===== src/rtl/core/csf_pkg.sv =====
// Shared types and constants of the conjugate-symmetry fill addresser.
package csf_pkg;

    localparam int DATA_W   = 32;
    localparam int SIZE_W   = 17;
    localparam int CFG_DIMS = 3;
    localparam int MASK_W   = 3;
    localparam int INDEX_W  = 4;

    localparam logic [DATA_W-1:0] SIGN_BIT = 32'h8000_0000;

    typedef enum logic [INDEX_W-1:0] {
        REG_SIZE_DIM0       = 4'd0,
        REG_SIZE_DIM1       = 4'd1,
        REG_SIZE_DIM2       = 4'd2,
        REG_MIRROR_MASK     = 4'd3,
        REG_OUT_STRIDE_DIM0 = 4'd4,
        REG_OUT_STRIDE_DIM1 = 4'd5,
        REG_OUT_STRIDE_DIM2 = 4'd6,
        REG_OUT_BASE        = 4'd7
    } t_reg_index;

    typedef struct packed {
        logic [CFG_DIMS-1:0][SIZE_W-1:0] size;
        logic [MASK_W-1:0]               mirror;
        logic [CFG_DIMS-1:0][DATA_W-1:0] stride;
        logic [DATA_W-1:0]               base;
    } t_cfg;

endpackage


===== src/rtl/core/csf_cfg_regs.sv =====
// Configuration register file of the conjugate-symmetry fill addresser.
module csf_cfg_regs (
    input  logic                                 i_clk,
    input  logic                                 i_rst_n,
    input  logic                                 i_cfg_valid,
    input  logic [csf_pkg::INDEX_W-1:0]          i_cfg_index,
    input  logic [csf_pkg::DATA_W-1:0]           i_cfg_data,
    output csf_pkg::t_cfg                        o_cfg
);

    csf_pkg::t_cfg r_cfg;

    always_ff @(posedge i_clk) begin
        if (!i_rst_n) begin
            r_cfg.size      <= {csf_pkg::CFG_DIMS{csf_pkg::SIZE_W'(1)}};
            r_cfg.mirror    <= '0;
            // stride of dimension 0 resets to one, the others to zero
            r_cfg.stride    <= {{((csf_pkg::CFG_DIMS-1)*csf_pkg::DATA_W){1'b0}},
                                csf_pkg::DATA_W'(1)};
            r_cfg.base      <= '0;
        end else if (i_cfg_valid) begin
            case (csf_pkg::t_reg_index'(i_cfg_index))
                csf_pkg::REG_SIZE_DIM0:       r_cfg.size[0]   <= i_cfg_data[csf_pkg::SIZE_W-1:0];
                csf_pkg::REG_SIZE_DIM1:       r_cfg.size[1]   <= i_cfg_data[csf_pkg::SIZE_W-1:0];
                csf_pkg::REG_SIZE_DIM2:       r_cfg.size[2]   <= i_cfg_data[csf_pkg::SIZE_W-1:0];
                csf_pkg::REG_MIRROR_MASK:     r_cfg.mirror    <= i_cfg_data[csf_pkg::MASK_W-1:0];
                csf_pkg::REG_OUT_STRIDE_DIM0: r_cfg.stride[0] <= i_cfg_data;
                csf_pkg::REG_OUT_STRIDE_DIM1: r_cfg.stride[1] <= i_cfg_data;
                csf_pkg::REG_OUT_STRIDE_DIM2: r_cfg.stride[2] <= i_cfg_data;
                csf_pkg::REG_OUT_BASE:        r_cfg.base      <= i_cfg_data;
                default: ;  // drop writes beyond the register list
            endcase
        end
    end

    assign o_cfg = r_cfg;

endmodule


===== src/rtl/core/csf_coord_stage.sv =====
// Coordinate counter, mirror mapping and conjugation; first pipeline stage.
module csf_coord_stage #(
    parameter int MAX_DIMS   = 3,
    parameter int COORD_BITS = 16,
    parameter int NMUL       = 3
) (
    input  logic                                  i_clk,
    input  logic                                  i_rst_n,
    input  csf_pkg::t_cfg                         i_cfg,
    input  logic                                  i_valid,
    output logic                                  o_ready,
    input  logic [csf_pkg::DATA_W-1:0]            i_real,
    input  logic [csf_pkg::DATA_W-1:0]            i_imag,
    output logic                                  o_valid,
    input  logic                                  i_ready,
    output logic [NMUL-1:0][csf_pkg::DATA_W-1:0]  o_map,
    output logic [csf_pkg::DATA_W-1:0]            o_real,
    output logic [csf_pkg::DATA_W-1:0]            o_imag,
    output logic                                  o_last
);

    // Width holding an effective size up to 2^COORD_BITS and the raw 17-bit register.
    localparam int CW = (COORD_BITS + 1 > csf_pkg::SIZE_W) ? COORD_BITS + 1 : csf_pkg::SIZE_W;
    // Width for the mirrored difference, wrapping modulo 2^32.
    localparam int MW = (CW > csf_pkg::DATA_W) ? CW : csf_pkg::DATA_W;
    localparam logic [CW-1:0] LIMIT = CW'(1) << COORD_BITS;

    logic [MAX_DIMS-1:0][COORD_BITS-1:0] r_coord;
    logic [MAX_DIMS-1:0][COORD_BITS-1:0] n_coord;
    logic [MAX_DIMS-1:0][COORD_BITS-1:0] w_inc;
    logic [MAX_DIMS-1:0]                 w_lt;
    logic [MAX_DIMS:0]                   w_carry;
    logic [NMUL-1:0][csf_pkg::DATA_W-1:0] w_map;

    logic [NMUL-1:0][csf_pkg::DATA_W-1:0] r_map;
    logic [csf_pkg::DATA_W-1:0]           r_real;
    logic [csf_pkg::DATA_W-1:0]           r_imag;
    logic                                 r_last;
    logic                                 r_valid;
    logic                                 w_accept;

    genvar d;
    generate
        for (d = 0; d < MAX_DIMS; d++) begin : g_dim
            logic [CW-1:0] w_eff;
            logic [CW-1:0] w_k1;
            if (d < csf_pkg::CFG_DIMS) begin : g_cfg
                logic [CW-1:0] w_raw;
                assign w_raw = CW'(i_cfg.size[d]);
                // zero acts as one, saturate at the counter range
                assign w_eff = (w_raw == '0) ? CW'(1) :
                               (w_raw > LIMIT) ? LIMIT : w_raw;
            end else begin : g_fix
                assign w_eff = CW'(1);
            end
            assign w_k1     = CW'(r_coord[d]) + CW'(1);
            assign w_lt[d]  = (w_k1 < w_eff);
            assign w_inc[d] = w_k1[COORD_BITS-1:0];
            if (d < NMUL) begin : g_map
                logic [MW-1:0] w_diff;
                logic [MW-1:0] w_k;
                assign w_k    = MW'(r_coord[d]);
                assign w_diff = MW'(w_eff) - w_k;
                assign w_map[d] = (i_cfg.mirror[d] && (r_coord[d] != '0)) ?
                                  w_diff[csf_pkg::DATA_W-1:0] : w_k[csf_pkg::DATA_W-1:0];
            end
        end
    endgenerate

    // Advance dimension 0 and ripple the wrap upward.
    always_comb begin
        w_carry[0] = 1'b1;
        for (int i = 0; i < MAX_DIMS; i++) begin
            w_carry[i+1] = w_carry[i] && !w_lt[i];
            if (w_carry[i]) begin
                n_coord[i] = w_lt[i] ? w_inc[i] : '0;
            end else begin
                n_coord[i] = r_coord[i];
            end
        end
    end

    assign o_ready  = !r_valid || i_ready;
    assign w_accept = i_valid && o_ready;

    always_ff @(posedge i_clk) begin
        if (!i_rst_n) begin
            r_coord <= '0;
            r_valid <= 1'b0;
        end else begin
            if (o_ready) begin
                r_valid <= i_valid;
            end
            if (w_accept) begin
                r_coord <= n_coord;
            end
        end
    end

    always_ff @(posedge i_clk) begin
        if (w_accept) begin
            r_map  <= w_map;
            r_real <= i_real;
            r_imag <= i_imag ^ csf_pkg::SIGN_BIT;
            r_last <= w_carry[MAX_DIMS];
        end
    end

    assign o_valid = r_valid;
    assign o_map   = r_map;
    assign o_real  = r_real;
    assign o_imag  = r_imag;
    assign o_last  = r_last;

endmodule


===== src/rtl/core/csf_addr_stage.sv =====
// Stride products and address sum; second and third pipeline stages.
module csf_addr_stage #(
    parameter int NMUL = 3
) (
    input  logic                                  i_clk,
    input  logic                                  i_rst_n,
    input  csf_pkg::t_cfg                         i_cfg,
    input  logic                                  i_valid,
    output logic                                  o_ready,
    input  logic [NMUL-1:0][csf_pkg::DATA_W-1:0]  i_map,
    input  logic [csf_pkg::DATA_W-1:0]            i_real,
    input  logic [csf_pkg::DATA_W-1:0]            i_imag,
    input  logic                                  i_last,
    output logic                                  o_valid,
    input  logic                                  i_ready,
    output logic [csf_pkg::DATA_W-1:0]            o_addr,
    output logic [csf_pkg::DATA_W-1:0]            o_real,
    output logic [csf_pkg::DATA_W-1:0]            o_imag,
    output logic                                  o_last
);

    logic [NMUL-1:0][csf_pkg::DATA_W-1:0] r_prod;
    logic [NMUL-1:0][csf_pkg::DATA_W-1:0] w_prod;
    logic [csf_pkg::DATA_W-1:0]           r_real2;
    logic [csf_pkg::DATA_W-1:0]           r_imag2;
    logic                                 r_last2;
    logic                                 r_valid2;
    logic                                 w_ready2;

    logic [csf_pkg::DATA_W-1:0]           r_addr;
    logic [csf_pkg::DATA_W-1:0]           n_addr;
    logic [csf_pkg::DATA_W-1:0]           r_real3;
    logic [csf_pkg::DATA_W-1:0]           r_imag3;
    logic                                 r_last3;
    logic                                 r_valid3;
    logic                                 w_ready3;

    genvar j;
    generate
        for (j = 0; j < NMUL; j++) begin : g_mul
            // keep the low word of the product: address wraps modulo 2^32
            assign w_prod[j] = i_cfg.stride[j] * i_map[j];
        end
    endgenerate

    always_comb begin
        n_addr = i_cfg.base;
        for (int i = 0; i < NMUL; i++) begin
            n_addr = n_addr + r_prod[i];
        end
    end

    assign w_ready3 = !r_valid3 || i_ready;
    assign w_ready2 = !r_valid2 || w_ready3;
    assign o_ready  = w_ready2;

    always_ff @(posedge i_clk) begin
        if (!i_rst_n) begin
            r_valid2 <= 1'b0;
            r_valid3 <= 1'b0;
        end else begin
            if (w_ready2) begin
                r_valid2 <= i_valid;
            end
            if (w_ready3) begin
                r_valid3 <= r_valid2;
            end
        end
    end

    always_ff @(posedge i_clk) begin
        if (w_ready2 && i_valid) begin
            r_prod  <= w_prod;
            r_real2 <= i_real;
            r_imag2 <= i_imag;
            r_last2 <= i_last;
        end
        if (w_ready3 && r_valid2) begin
            r_addr  <= n_addr;
            r_real3 <= r_real2;
            r_imag3 <= r_imag2;
            r_last3 <= r_last2;
        end
    end

    assign o_valid = r_valid3;
    assign o_addr  = r_addr;
    assign o_real  = r_real3;
    assign o_imag  = r_imag3;
    assign o_last  = r_last3;

endmodule


===== src/rtl/core/conjugate_symmetry_fill_addresser.sv =====
// Top level of the conjugate-symmetry fill addresser.
//
// Takes half-spectrum complex elements in logical order (dimension 0 fastest),
// returns each conjugated value with its output element address
// base + sum(stride[d] * m[d]) mod 2^32, where m[d] is size[d]-k for a mirrored
// dimension with k != 0 and k otherwise; tlast marks the element closing the
// region, after which the counter restarts at zero. One element is accepted
// every cycle while the output is not stalled; each passes three register
// stages (counter and mirror mapping, stride multiplies, then the address
// sum). A stalled output holds the pipeline and drops tready on the input.
// Size 0 acts as 1, sizes above 2^COORD_BITS saturate. Write configuration
// only while the pipeline is empty.
module conjugate_symmetry_fill_addresser #(
    parameter int MAX_DIMS   = 3,
    parameter int COORD_BITS = 16
) (
    input  logic        i_clk,
    input  logic        i_rst_n,
    // value_real [31:0], value_imag [63:32]
    input  logic [63:0] s_axis_tdata,
    input  logic        s_axis_tvalid,
    output logic        s_axis_tready,
    // out_address [31:0], conj_real [63:32], conj_imag [95:64]
    output logic [95:0] m_axis_tdata,
    output logic        m_axis_tvalid,
    input  logic        m_axis_tready,
    output logic        m_axis_tlast,
    input  logic        i_cfg_valid,
    output logic        o_cfg_ready,
    input  logic [3:0]  i_cfg_index,
    input  logic [31:0] i_cfg_data
);

    localparam int NMUL = (MAX_DIMS < csf_pkg::CFG_DIMS) ? MAX_DIMS : csf_pkg::CFG_DIMS;

    csf_pkg::t_cfg                        w_cfg;
    logic                                 w_valid1;
    logic                                 w_ready1;
    logic [NMUL-1:0][csf_pkg::DATA_W-1:0] w_map;
    logic [csf_pkg::DATA_W-1:0]           w_real1;
    logic [csf_pkg::DATA_W-1:0]           w_imag1;
    logic                                 w_last1;
    logic [csf_pkg::DATA_W-1:0]           w_addr;
    logic [csf_pkg::DATA_W-1:0]           w_real3;
    logic [csf_pkg::DATA_W-1:0]           w_imag3;

    assign o_cfg_ready = 1'b1;

    csf_cfg_regs u_cfg (
        .i_clk       (i_clk),
        .i_rst_n     (i_rst_n),
        .i_cfg_valid (i_cfg_valid),
        .i_cfg_index (i_cfg_index),
        .i_cfg_data  (i_cfg_data),
        .o_cfg       (w_cfg)
    );

    csf_coord_stage #(
        .MAX_DIMS   (MAX_DIMS),
        .COORD_BITS (COORD_BITS),
        .NMUL       (NMUL)
    ) u_coord (
        .i_clk   (i_clk),
        .i_rst_n (i_rst_n),
        .i_cfg   (w_cfg),
        .i_valid (s_axis_tvalid),
        .o_ready (s_axis_tready),
        .i_real  (s_axis_tdata[31:0]),
        .i_imag  (s_axis_tdata[63:32]),
        .o_valid (w_valid1),
        .i_ready (w_ready1),
        .o_map   (w_map),
        .o_real  (w_real1),
        .o_imag  (w_imag1),
        .o_last  (w_last1)
    );

    csf_addr_stage #(
        .NMUL (NMUL)
    ) u_addr (
        .i_clk   (i_clk),
        .i_rst_n (i_rst_n),
        .i_cfg   (w_cfg),
        .i_valid (w_valid1),
        .o_ready (w_ready1),
        .i_map   (w_map),
        .i_real  (w_real1),
        .i_imag  (w_imag1),
        .i_last  (w_last1),
        .o_valid (m_axis_tvalid),
        .i_ready (m_axis_tready),
        .o_addr  (w_addr),
        .o_real  (w_real3),
        .o_imag  (w_imag3),
        .o_last  (m_axis_tlast)
    );

    assign m_axis_tdata = {w_imag3, w_real3, w_addr};

endmodule

===== config.mk =====
export PLATFORM = sky130hd
export DESIGN_NAME = conjugate_symmetry_fill_addresser
export DESIGN_NICKNAME = d
export VERILOG_FILES = /design/src/rtl/core/csf_pkg.sv /design/src/rtl/core/csf_cfg_regs.sv /design/src/rtl/core/csf_coord_stage.sv /design/src/rtl/core/csf_addr_stage.sv /design/src/rtl/core/conjugate_symmetry_fill_addresser.sv
export SDC_FILE = /design/constraint.sdc
export NUM_CORES = 2
export LEC_CHECK = 0
export BUFFER_PORTS_ARGS = -buffer_cell sky130_fd_sc_hd__buf_4
export CORE_UTILIZATION = 47
export CTS_CLUSTER_SIZE = 24
export DETAILED_ROUTE_END_ITERATION = 8
export PLACE_DENSITY = 0.63
export SETUP_SLACK_MARGIN = 0.15
export SLEW_MARGIN = 10
export SYNTH_ARGS = -nofsm -noshare
export SYNTH_HDL_FRONTEND = slang
export SYNTH_SLANG_ARGS = --single-unit

===== constraint.sdc =====
create_clock -name i_clk -period 22.7 [get_ports i_clk]
set_input_delay 2.27 -clock i_clk [delete_from_list [all_inputs] [get_ports i_clk]]
set_output_delay 2.27 -clock i_clk [all_outputs]
set_load 0.01 [all_outputs]

### Yosys cells after proc, flatten, opt, wreduce, memory -nomap -nowiden

Index checks and enable logic that the tools add are counted.

| word-level totals | value |
|---|---|
| bits of input ports | 105 |
| output and inout bits | 100 |
| bits in registers | 610 |
| word-level logic and storage cells | 106 |

| cells by class | value |
|---|---|
| magnitude comparators | 6 |
| mux-type cells | 12 |
| add/sub/neg operators | 9 |
| bitwise logic cells | 2 |
| reduce and logical (&&, ||, !) cells | 34 |
| multiply operators | 3 |
| equality and inequality tests | 7 |

Operators with widths:

| cell | count |
|---|---|
| $mux 17 | 6 |
| $add 32x32->32 | 3 |
| $mul 32x18->32 | 3 |
| $mux 16 | 6 |
| $sub 17x16->18 | 3 |
| $add 16x1->17 const B | 3 |
| $gt 17x17->1 const B | 3 |
| $logic_not 17->1 | 3 |
| $lt 17x17->1 | 3 |
| $reduce_bool 16->1 | 3 |
| $reduce_and 2->1 | 10 |
| $eq 4x3->1 const B | 4 |
| $eq 4x2->1 const B | 2 |
| $logic_and 1x1->1 | 8 |
| $logic_not 1->1 | 6 |
| $eq 4x1->1 const B | 1 |
| $logic_not 4->1 | 1 |
| $logic_or 1x1->1 | 3 |
| $not 1->1 | 2 |

### Depth between registers and ports, before layout

| depth | value |
|---|---|
| depth after elaboration | 7 |
| depth in mapped cells | 25 |
| gate-level depth less buffers | 23 |

### Hierarchy

From an unflattened synthesis, not the netlist that was laid out.

| second synthesis, totals | value |
|---|---|
| cells, all modules | 7,527 |
| area total of the unflattened synthesis | 75,055.7 µm² |

By module, submodules not included:

| module | seq. area each (µm²) | instances | cells an instance | area an instance (µm²) |
|---|---|---|---|---|
| csf_addr_stage | 7,787.5 | 1 | 5,678 | 57,148.6 |
| csf_coord_stage | 4,554.4 | 1 | 1,211 | 11,265.8 |
| csf_cfg_regs | 3,643.5 | 1 | 636 | 6,630.1 |
| conjugate_symmetry_fill_addresser | 0.0 | 1 | 2 | 11.3 |

### Least setup slack after synthesis

No wires, ideal clock.

| timing path | value |
|---|---|
| kind | input port to flip-flop |
| from | input port m_axis_tready |
| to | register u_addr.r_imag2[0] (netlist bit), enable pin |
| data required time | 21,772 ps |
| path buffers | 0 |
| setup time | 928 ps |
| data arrival time | 13,965 ps |
| setup slack | 7,807 ps |
| cell stages on the path | 2 |
| cell sequence | nor2b_1 -> a21boi_0 |

| on the way | value |
|---|---|
| longest elaborated chain between the ends | 3 |

RTL lines:

| item | line | text |
|---|---|---|
| start: declaration | conjugate_symmetry_fill_addresser.sv:26 | `input logic m_axis_tready,` |
| $logic_or 1x1->1 | csf_addr_stage.sv:53 | `assign w_ready3 = !r_valid3 \|\| i_ready;` |
| $logic_or 1x1->1 | csf_addr_stage.sv:54 | `assign w_ready2 = !r_valid2 \|\| w_ready3;` |
| $logic_and 1x1->1 | csf_addr_stage.sv:72 | `if (w_ready2 && i_valid) begin` |
| end signal: assignment | csf_addr_stage.sv:75 | `r_imag2 <= i_imag;` |
| end: declaration | csf_addr_stage.sv:25 | `logic [csf_pkg::DATA_W-1:0] r_imag2;` |

Every way passes these cells.
A chain may end at the register's enable or synchronous reset.

==> impl_metrics.ini <==
[outcome]
status = finished clean

[timing]
tightest_slew_ns = 1.060
hold-worst-slack_ns = 0.4092
period_share_pct = 30.73
drv_slew = 0
rsz0062_at_grt = no
slew_headroom_pct = 29.14
tns_ns = 0
finalSetupViolations = 0
max_freq_mhz = 143.4
skew_ns = 0.04896
layout_setup_ws_ns = 15.72
hold_viol_final = 0
post-route-min-period_ns = 6.976

[synth]
synthTopCellsByCount = 1389 x inv_1, 1275 x nand2_1, 1064 x fa_1
synth_compound_area_share_pct = 6.217
async_flop_share_pct = 0
synth_area_per_cell_um2 = 9.395
syn_area_um2 = 65960
syn_nets = 8607
ys_seq_elements = 610
yosys_warnings = 0
synthTopCellsByArea = fa_1 32%, edfxtp_1 17%, ha_1 7.9%, inv_1 7.9%, nand2_1 7.3%
yosysTopAreaCellShare_pct = 32.30
synth_cell_types = 84
synth-xor-area-share_pct = 3.758
muxShareOfSynthArea_pct = 0.09675
synth_edf_count = 377
synthesis.instances = 7020
synth-main-ff-cell = edfxtp_1
synth_top_family_by_area = adder cells
synth-simple-area-share_pct = 15.61
synthAdderAreaFrac_pct = 40.22
yosys.area.top_type = fa_1
ys_seq_area_share_pct = 24.24
yosysMostFrequentCell = inv_1

[final_layout]
final_nets = 8614
drive_above_1_share_pct = 6.052
syn2layout_area_growth_pct = 8.592
fin_cells = 8966
fill_cells = 12920

[placement]
portBuffers = 203
place_congestion = 0.9177
dp_slack_ns = 15.88
dp.cells = 8827
dpl.hpwl_um = 132100

[grt]
grt_pass1_wl_um = 271200
track_usage_pct = 24.74
grt_start_max_net_pins = 90
antenna_found_initial = 5
grt_overflow = 0
grt_pass1_vias = 48600

[power]
vdd_drop_max_mv = 0.05699
p_leak_nw = 31.98
power_density_nw_per_um2 = 43.10

[setup_path]
r2r_cells = 21
cp.arrival_ns = 7.36
cp.required_ns = 23.08
startpoint_type = register
path_class = reg -> reg
critPathMaxFanout = 25
crit_path_end_kind = register

[route]
dr.pass1.iters = 5
route.met3.wl_um = 10790
via_count = 46790
wl_met2_um = 81160
drt_iter0_drc = 2805
wl_met1_um = 71240
highest_layer = met5
routed_wl_um = 170100
vias_per_cell = 5.218
drc = 0
postRouteAntennaNets = 0
wl_per_cell_um = 18.97

[cts]
clkTransAtPathRegs_ns = 0.06
post_cts_buffers = 0
cts_resized = 0
cts_root_buf = clkbuf_16
cts_tree = done
cts_hold_buf = 0
cts_buffer_depth = 3
clk-insertion-delay-late_ns = 0.69
cts.sink_count = 610
cts_made_buffers = 74
cts_htree_levels = 3

[die]
chipHeight_um = 376.6
start_util_pct = 47.33
dieArea_um2 = 141800
rows = 137
die_w_um = 376.6
io_pins = 205
core-area_um2 = 139400

[hold_path]
hold-path-cell-count = 0
min_path_type = reg -> reg

[run]
maxCapViolations = 0
[through the flow]
stage	area (um2)	total power [mW]	util (%)
CTS	71610	3.119	51.39
detailed placement	69070	1.882	49.56
global placement	69070	1.873	49.56
global route	71620	3.223	51.39
finish	71620	3.087	51.39
floorplan	65960	1.669	-
[registers in the layout, summed over array words and instances (netlist names), 32 cells and up]
signal / count
u_cfg.o_cfg: 182
u_addr.r_prod: 96
u_coord.o_map: 54
u_coord.g_dim.g_map.w_k: 48
u_addr.o_addr: 32
u_addr.o_imag: 32
u_addr.o_real: 32
u_addr.r_imag2: 32
u_addr.r_real2: 32
u_coord.o_imag: 32
u_coord.o_real: 32
[cells in the final DEF, fill, tap and decap left out, drive strengths merged, types with 65 or more instances in the layout]
cell and instances:
and2 482, dfxtp 233, nand2 1275, edfxtp 377
a21oi 318, inv 1391, xor2 65, ha 418
o21ai 144, nor2 169, fa 1064, clkbuf 99
buf 265, nand3 74, xnor2 218
[layer usage]
metal / GRT usage (%) / vias up
met5: 0 / -
met1: 32.22 / 23680
li1: - / 21450
met4: 9.204 / 2
met2: 41.42 / 1391
met3: 4.034 / 263
[critical path, stage by stage (launching register included)]
cell	delay (ns)
edfxtp_1	0.93
and2_1	0.27
fa_1	0.43
inv_1	0.08
fa_1	0.43
fa_1	0.50
fa_1	0.54
inv_1	0.05
fa_1	0.47
inv_1	0.05
fa_1	0.47
inv_1	0.04
ha_1	0.33
a21oi_1	0.15
a2bb2oi_1	0.26
nor4b_4	0.30
a31oi_1	0.23
a21oi_1	0.33
a31oi_1	0.23
a211o_1	0.30
a21oi_1	0.17
xnor2_1	0.09
[where the power goes]
part | switching (mW) | internal [mW]
Sequential | 0.0427 | 1.24
Combinational | 0.359 | 0.216
Clock | 0.500 | 0.727
Total | 0.901 | 2.19
[cells by family (layout without fill, tap and decap cells)]
logic type / after synthesis / count (layout)
xor+xnor: 283 / 283
simple gates: 2231 / 2231
mux: 6 / 6
buf+inv: 1723 / 1791
fa+ha+maj: 1482 / 1482
other cells: 1 / 3
flops: 610 / 610
compound gates: 684 / 684
[worst paths after layout]
| check | from | endpoint | slack, ns |
|---|---|---|---|
| worst min-delay path | u_addr.r_imag2[5]$_DFFE_PP_ | u_addr.o_imag[5]$_DFFE_PP_ | 0.41 |
| worst min register to register | u_addr.r_imag2[5]$_DFFE_PP_ | u_addr.o_imag[5]$_DFFE_PP_ | 0.41 |
| worst max register to register | u_coord.o_map[7]$_DFFE_PP_ | u_addr.r_prod[31]$_DFFE_PP_ | 15.72 |
| worst max-delay path | u_coord.o_map[7]$_DFFE_PP_ | u_addr.r_prod[31]$_DFFE_PP_ | 15.72 |
[final cells by class]
cell class / count / area [um2] / share of cell area, %
Antenna cell: 2 / 5.005 / 0.006988
Clock buffer: 99 / 2102 / 2.935
Multi-Input combinational cell: 4687 / 43520 / 60.77
Tap cell: 1876 / 2347 / 3.277
Timing Repair Buffer: 265 / 1989 / 2.778
Sequential cell: 610 / 15990 / 22.32
Inverter: 1389 / 5224 / 7.293
Clock inverter: 38 / 445.4 / 0.6219
Note: power is estimated with default switching activity, not from simulation.
